$ cat config.mk
export PLATFORM = sky130hd
export DESIGN_NAME = deadline_task_table
export DESIGN_NICKNAME = d
export VERILOG_FILES = /design/src/design/dtt_pkg.sv /design/src/design/deadline_task_table.sv /design/src/design/dtt_ram.sv
export SDC_FILE = /design/constraint.sdc
export NUM_CORES = 1
export LEC_CHECK = 0
export BUFFER_PORTS_ARGS = -buffer_cell sky130_fd_sc_hd__buf_2
export CAP_MARGIN = 5
export CORE_UTILIZATION = 26
export CTS_BUF_LIST = sky130_fd_sc_hd__clkbuf_4 sky130_fd_sc_hd__clkbuf_8 sky130_fd_sc_hd__clkbuf_16
export DETAILED_ROUTE_END_ITERATION = 10
export PLACE_DENSITY_LB_ADDON = 0.15
export SLEW_MARGIN = 40
export SYNTH_ARGS = -nofsm -noshare
export SYNTH_HDL_FRONTEND = slang
export SYNTH_SLANG_ARGS = --single-unit
$ cat constraint.sdc
create_clock -name clk_i -period 4.4 [get_ports clk_i]
set_input_delay 0.22 -clock clk_i [delete_from_list [all_inputs] [get_ports clk_i]]
set_output_delay 0.22 -clock clk_i [all_outputs]
set_load 0.05 [all_outputs]
$ cat src/design/dtt_pkg.sv
// ----------------------------------------------------------------------------
// dtt_pkg: shared types and codes for the deadline task table
// Request/response word layouts, request kinds, status codes, slot entry.
// ----------------------------------------------------------------------------
package dtt_pkg;

  localparam int unsigned SlotsDef = 16;
  localparam int unsigned IdW      = 31;
  localparam int unsigned TimeW    = 32;

  typedef enum logic [1:0] {
    REQ_ADD    = 2'd0,
    REQ_CANCEL = 2'd1,
    REQ_TICK   = 2'd2,
    REQ_RSVD   = 2'd3
  } req_kind_e;

  typedef enum logic [1:0] {
    ST_OK       = 2'd0,
    ST_FULL     = 2'd1,
    ST_NOTFOUND = 2'd2,
    ST_NONE_DUE = 2'd3
  } status_e;

  typedef struct packed {
    logic [1:0]       req_type;
    logic [TimeW-1:0] deadline;
    logic [IdW-1:0]   cancel_id;
    logic [TimeW-1:0] now_time;
  } req_t;

  typedef struct packed {
    logic [1:0]     status;
    logic [IdW-1:0] task_id;
  } rsp_t;

  // one table entry as held in the slot RAM
  typedef struct packed {
    logic [TimeW-1:0] deadline;
    logic [IdW-1:0]   id;
  } slot_t;

endpackage

$ cat src/design/deadline_task_table.sv
// ----------------------------------------------------------------------------
// deadline_task_table: pending-task table with deadline firing
// Add / cancel / tick requests over a table of Slots entries, scanned
// one slot per cycle through a single slot RAM.
// ----------------------------------------------------------------------------
// Usage: each request word gives exactly one response word. An add stores
// its deadline under the running id (which wraps at 2^31) and answers with
// that id; if the id is already held after a wrap, that entry is
// overwritten, else the lowest free slot is used, else status full. A cancel
// removes the entry with cancel_id and echoes the id. A tick fires the valid
// entry with the lowest id whose deadline <= now_time (unsigned), removes it
// and returns its id, or answers nothing-due. The unused request kind gets
// nothing-due. Add, cancel and tick each run a scan that reads the slot
// RAM one entry per cycle through its single read port, checks each word
// as it returns from the registered read, then closes the scan and commits;
// the unused kind skips the scan. The commit waits while a previous
// response word is still stalled at the output. The input is stalled
// while a request is in work, so a new request is taken only after the
// commit; the response register lets the next request in while the
// previous response still waits to be taken. Valid bits live in flops
// and clear on reset, so no clearing pass is needed.
module deadline_task_table
  import dtt_pkg::*;
#(
  parameter int unsigned Slots = SlotsDef
) (
  input  logic clk_i,
  input  logic rst_ni,
  input  logic in_valid_i,
  output logic in_stall_o,
  input  req_t in_word_i,
  output logic out_valid_o,
  input  logic out_stall_i,
  output rsp_t out_word_o
);

  localparam int unsigned IdxW = (Slots > 1) ? $clog2(Slots) : 1;
  localparam int unsigned CntW = $clog2(Slots + 1);
  localparam logic [CntW-1:0] LastCnt = CntW'(Slots);

  typedef enum logic [1:0] {
    S_IDLE,
    S_SCAN,
    S_DONE
  } state_e;

  state_e            state_q;
  req_t              req_q;
  logic [CntW-1:0]   cnt_q;
  logic              rd_pend_q;
  logic [IdxW-1:0]   rd_idx_q;
  logic              found_q;
  logic [IdxW-1:0]   found_idx_q;
  logic              free_q;
  logic [IdxW-1:0]   free_idx_q;
  logic [IdW-1:0]    best_id_q;
  logic [Slots-1:0]  valid_q;
  logic [IdW-1:0]    next_id_q;
  logic              out_valid_q;
  rsp_t              out_word_q;

  logic [$bits(slot_t)-1:0] ram_rdata;
  slot_t                    rd_slot;
  slot_t                    wr_slot;
  logic                     rd_vld;
  logic [IdW-1:0]           key;
  logic                     hit_eq;
  logic                     hit_due;
  logic                     out_free;
  logic                     rsp_load;
  logic                     add_ok;
  logic [IdxW-1:0]          add_slot;
  logic                     ram_we;
  rsp_t                     rsp_d;

  assign rd_slot = slot_t'(ram_rdata);
  assign rd_vld  = valid_q[rd_idx_q];

  // shared compare unit: key match for add/cancel, due-and-older for tick
  assign key     = (req_q.req_type == REQ_ADD) ? next_id_q : req_q.cancel_id;
  assign hit_eq  = rd_vld && (rd_slot.id == key);
  assign hit_due = rd_vld && (rd_slot.deadline <= req_q.now_time) &&
                   (!found_q || (rd_slot.id < best_id_q));

  assign out_free = !out_valid_q || !out_stall_i;
  assign rsp_load = (state_q == S_DONE) && out_free;
  assign add_ok   = found_q || free_q;
  assign add_slot = found_q ? found_idx_q : free_idx_q;

  // response built from the scan result
  always_comb begin
    rsp_d.status  = ST_NONE_DUE;
    rsp_d.task_id = '0;
    case (req_q.req_type)
      REQ_ADD: begin
        if (add_ok) begin
          rsp_d.status  = ST_OK;
          rsp_d.task_id = next_id_q;
        end else begin
          rsp_d.status = ST_FULL;
        end
      end
      REQ_CANCEL: begin
        rsp_d.task_id = req_q.cancel_id;
        rsp_d.status  = found_q ? ST_OK : ST_NOTFOUND;
      end
      REQ_TICK: begin
        if (found_q) begin
          rsp_d.status  = ST_OK;
          rsp_d.task_id = best_id_q;
        end
      end
      default: begin
        rsp_d.status = ST_NONE_DUE;
      end
    endcase
  end

  assign ram_we = (state_q == S_DONE) && out_free &&
                  (req_q.req_type == REQ_ADD) && add_ok;
  assign wr_slot.deadline = req_q.deadline;
  assign wr_slot.id       = next_id_q;

  dtt_ram #(
    .Width($bits(slot_t)),
    .Depth(Slots)
  ) u_slot_ram (
    .clk_i  (clk_i),
    .we_i   (ram_we),
    .waddr_i(add_slot),
    .wdata_i(wr_slot),
    .raddr_i(cnt_q[IdxW-1:0]),
    .rdata_o(ram_rdata)
  );

  always_ff @(posedge clk_i or negedge rst_ni) begin
    if (!rst_ni) begin
      state_q     <= S_IDLE;
      req_q       <= '0;
      cnt_q       <= '0;
      rd_pend_q   <= 1'b0;
      rd_idx_q    <= '0;
      found_q     <= 1'b0;
      found_idx_q <= '0;
      free_q      <= 1'b0;
      free_idx_q  <= '0;
      best_id_q   <= '0;
      valid_q     <= '0;
      next_id_q   <= '0;
      out_valid_q <= 1'b0;
      out_word_q  <= '0;
    end else begin
      // a new response word replaces one being taken in the same cycle
      if (rsp_load) begin
        out_valid_q <= 1'b1;
      end else if (out_valid_q && !out_stall_i) begin
        out_valid_q <= 1'b0;
      end
      unique case (state_q)
        S_IDLE: begin
          if (in_valid_i) begin
            req_q     <= in_word_i;
            cnt_q     <= '0;
            rd_pend_q <= 1'b0;
            found_q   <= 1'b0;
            free_q    <= 1'b0;
            case (in_word_i.req_type) inside
              REQ_ADD, REQ_CANCEL, REQ_TICK: state_q <= S_SCAN;
              default:                       state_q <= S_DONE;
            endcase
          end
        end
        S_SCAN: begin
          // issue one RAM read per cycle, check the returned word in the next cycle
          if (cnt_q < LastCnt) begin
            cnt_q     <= cnt_q + 1'b1;
            rd_pend_q <= 1'b1;
            rd_idx_q  <= cnt_q[IdxW-1:0];
          end else begin
            rd_pend_q <= 1'b0;
            if (!rd_pend_q) begin
              state_q <= S_DONE;
            end
          end
          if (rd_pend_q) begin
            case (req_q.req_type)
              REQ_ADD: begin
                if (hit_eq) begin
                  found_q     <= 1'b1;
                  found_idx_q <= rd_idx_q;
                end
                if (!rd_vld && !free_q) begin
                  free_q     <= 1'b1;
                  free_idx_q <= rd_idx_q;
                end
              end
              REQ_CANCEL: begin
                if (hit_eq) begin
                  found_q     <= 1'b1;
                  found_idx_q <= rd_idx_q;
                end
              end
              REQ_TICK: begin
                if (hit_due) begin
                  found_q     <= 1'b1;
                  found_idx_q <= rd_idx_q;
                  best_id_q   <= rd_slot.id;
                end
              end
              default: begin
                found_q <= found_q;
              end
            endcase
          end
        end
        S_DONE: begin
          // commit only when the response register can take the word
          if (out_free) begin
            out_word_q  <= rsp_d;
            state_q     <= S_IDLE;
            case (req_q.req_type) inside
              REQ_ADD: begin
                if (add_ok) begin
                  valid_q[add_slot] <= 1'b1;
                  next_id_q         <= next_id_q + 1'b1;
                end
              end
              REQ_CANCEL, REQ_TICK: begin
                if (found_q) begin
                  valid_q[found_idx_q] <= 1'b0;
                end
              end
              default: begin
                valid_q <= valid_q;
              end
            endcase
          end
        end
        default: begin
          state_q <= S_IDLE;
        end
      endcase
    end
  end

  assign in_stall_o  = (state_q != S_IDLE);
  assign out_valid_o = out_valid_q;
  assign out_word_o  = out_word_q;

endmodule

$ cat src/design/dtt_ram.sv
// ----------------------------------------------------------------------------
// dtt_ram: generic simple dual-port RAM
// One write port, one read port, registered read data.
// ----------------------------------------------------------------------------
module dtt_ram #(
  parameter int unsigned Width = 8,
  parameter int unsigned Depth = 16,
  localparam int unsigned AddrW = (Depth > 1) ? $clog2(Depth) : 1
) (
  input  logic             clk_i,
  input  logic             we_i,
  input  logic [AddrW-1:0] waddr_i,
  input  logic [Width-1:0] wdata_i,
  input  logic [AddrW-1:0] raddr_i,
  output logic [Width-1:0] rdata_o
);

  logic [Width-1:0] mem_q [Depth];

  always_ff @(posedge clk_i) begin
    if (we_i) begin
      mem_q[waddr_i] <= wdata_i;
    end
    rdata_o <= mem_q[raddr_i];
  end

endmodule

==> summary.md <==
| Metric | Value |
|---|---|
| Most common cell after layout, fill and taps aside | edfxtp_1 |
| GR Util met2 | 24.7% |
| Max frequency | 0.254 GHz |
| Compound-cell area share of the yosys netlist | 3.17% |
| Drt total wl | 148000 µm |
| Die width | 444 µm |
| CTS tree | done |
| GR Layer Usage met1 | between 20% and 30% |
| Area Growth Syn to Fin | 22.5% |
| Main synth FF type | edfxtp_1 |
| EDFF count, synth | 1008 |
| Hold Fails Final Rpt | 0 |
| Net Count, Synth | 2767 |
| Overall power | 38.3 mW |
| Worst hold path class | in -> reg |
| Worst R2R End | found_idx_q[3] |
| Core ar. | 193000 µm² |
| Global Route Usage Sum | ~15% |
| DP Cell Count | 5264 |
| ANT nets after route | 0 |
| Post-synthesis mux area share | 16.6% |
| # setup viols final | 0 |
| M3 GR Usage | 2.28% |
| First-pass GRT wire length | 213000 µm |
| Largest family of logic cells by synthesized area | multiplexers |
| Die ar. | 197000 µm² |
| Worst Slack Setup Final | 460 ps |
| WL per Instance | around 26 µm |
| Critical path endpoint category | flip-flop |
| Final period util | 89.5% |
| RSZ-0062 raised after global routing | false |
| H-tree depth | 4 |
| Syn avg cell area | between 15 and 20 µm² |
| Netlist cell types | just over 60 |
| Max-slew violations | 0 |
| Initial antenna violation count | 4 |
| Gate Count Post-Synth | 2602 |
| Clock Sinks | 1302 |
| GRT Max-Usage Layer | met2 |
| Worst-path fanout max | 12 |
| Async S/R FF share, synth | 17.7% |
| Least-Margin Pin Slew | 850 ps |
| Final Skew | ~31 ps |
| Worst hold endpoint | req_q[80] |
| Initial core utilization | 26.3% |
| Placed wire-length estimate | 92500 µm |
| Synthesis Warnings | 0 |
| Sequential share of the synthesized area | 73.4% |
| Via count | around 26000 |
| NumNets Final | about 3200 |
| Pre-CTS setup slack | 135 ps |
| Critical path class | reg -> reg |
| Lkg Pwr | 21.5 nW |
| Initial DRT Pass Iterations | 6 |
| GPL Wtd Cong | between 0.8 and 0.9 |
| Root Buffer | clkbuf_16 |
| Iteration-0 DRC Markers | 2085 |
| Routed vias/inst | 4.67 |
| Layout cells sized above 1 | 31.5% |
| Post-synthesis xor/xnor area fraction | 0.948% |
| Most frequent cells in the layout | edfxtp_1 (1008), mux4_2 (317), dfrtp_1 (211) |
| Non-filler cells in the finished layout | ~5600 |
| Worst Path Required | 5060 ps |
| Status | finished clean |
| Overflow left after global routing | 0 |
| Reg2reg setup slack | 460 ps |
| Hold Path Origin | in_word_i[80] |
| Worst Path Arrival | between 4000 and 5000 ps |
| Max_cap viols | 0 |
| Power per cell area | 614 nW/µm² |
| Buffer count from post-CTS setup fixing | 0 |
| Clock transition at the registers of the reported paths | around 60 ps |
| R2R Path Start | req_q[25] |
| Largest net degree at the start of global routing | 82 |
| Yosys reg bits | roughly 1300 |
| Port Buf Inserts | 135 |
| I/O Pins | between 100 and 150 |
| Startpoint type of the worst setup path | flip-flop |
| Slew margin rel. | between 40% and 50% |
| FP Rows | between 150 and 200 |
| Mapped Area | 50800 µm² |
| Clock latency on the worst-skew pair | 790 ps |
| Maximum vdd drop | 0.384 mV |
| Die Span Y | 444 µm |
| Fill cell count | 18600 |
| Maximum root-to-sink buffer count | 3 |
| Setup_tns | 0 ps |
| Vias in the first global route | approximately 28000 |
| Worst r2r path cells | 12 |
| Post-route DRC | 0 |
| CTS Buf Count | 148 |
| Simple-Gate Fraction of Synth Area | 2.69% |
| Final Critical Period | 3940 ps |
| Synth Area in Adders | 1.58% |
| Worst Hold Depth | 3 |
## sequential cells by signal, summed over array words and instances (netlist names)
register and flops:
u_slot_ram.mem_q 1008, req_q 97, u_slot_ram.rdata_o 63, out_word_o 33, best_id_q 31, next_id_q 31
valid_q 16, cnt_q 5, found_idx_q 4, free_idx_q 4, rd_idx_q 4, state_q 2
found_q 1, free_q 1, out_valid_o 1, rd_pend_q 1
## cells in the mapped netlist (6+ instances only)
library cell  count  area [µm²]
nand3_1          15        75.1
xor2_1           21         184
mux4_2          317        7140
o21ai_0          94         470
and4_1            6        52.6
clkbuf_1         78         293
mux2_4           13         195
a211oi_1          7        52.6
a222oi_1         33         330
nor2_1           65         244
edfxtp_1       1008       30300
buf_1            31         116
ha_1             64         801
nand2b_1         10        62.6
nand4_1          18         113
nor3_1           15        75.1
a21oi_1          50         250
dfrtp_1         231        5780
dfxtp_1          63        1260
mux2_2           80         901
xnor2_1          34         298
and3_1            8        50.1
nor4_1            9        56.3
o22ai_1           7        43.8
a21o_1           10        75.1
inv_1            95         357
mux2i_1          14         140
nand2_1         134         503
buf_2             6        30.0
## logic make-up after synthesis
logic type / Yosys count
DFF: 1302
muxes: 426
and+or+nand+nor: 299
AOI/OAI and AO/OA: 243
buffers and inverters: 213
adders and majority gates: 64
xor gates and xnor gates: 55
## worst max-delay path, cell delays in order (launching register included)
cell	delay (ps)
dfrtp_1	330
inv_1	60
ha_1	320
a21o_1	190
a221o_1	330
a211oi_1	610
buf_4	240
o2111ai_1	160
o31ai_4	510
o311ai_4	310
buf_6	240
nand2_1	150
mux2_2	360
## per-stage QoR
stage               hold WS (ps)  utilization, %  instance area (µm²)
detailed placement           281            29.0                56100
global route                 176            32.2                62300
global placement             271            28.9                56000
finish                       200            32.2                62300
floorplan                  -75.6               -                50800
CTS                         25.9            32.2                62200
## worst max-delay path by stage
stage,from,end,depth (start not counted)
3_3_place_gp,req_q[25],best_id_q[23],11
6_report,req_q[25],found_idx_q[3],12
2_1_floorplan,req_q[96],u_slot_ram.mem_q[13][0],7
3_5_place_dp,req_q[25],found_idx_q[3],12
4_1_cts,req_q[25],found_idx_q[1],12
5_1_grt,req_q[25],found_idx_q[3],12
## where the power goes
| part | leakage, nW | switching (mW) | internal [mW] |
|---|---|---|---|
| logic | 6.03 | 4.62 | 4.01 |
| clock network | 2.54 | 5.02 | 7.68 |
| registers | 13.0 | 1.94 | 15.0 |
| total | 21.5 | 11.6 | 26.7 |
## what timing repair did
item                                   4_1_cts  5_1_grt
gates resized for setup                      0        0
hold buffers                               100        1
endpoints found under the hold margin      167       17
## layer usage
metal,up-vias,share of wire (%)
met5,-,0
met4,0,2.1
met3,180,3.9
met2,632,48
met1,14200,46
li1,11300,-
## layout make-up
type,instances,area [µm²],area share [%]
Antenna cell,2,5.00,0.00804
Clock buffer,212,4360,7.00
Clock inverter,63,712,1.14
Inverter,96,360,0.579
Multi-Input combinational cell,1087,12900,20.7
Sequential cell,1302,37300,60.0
Tap cell,2526,3160,5.07
Timing Repair Buffer,356,3470,5.58
Power figures use the tool's default switching activity.
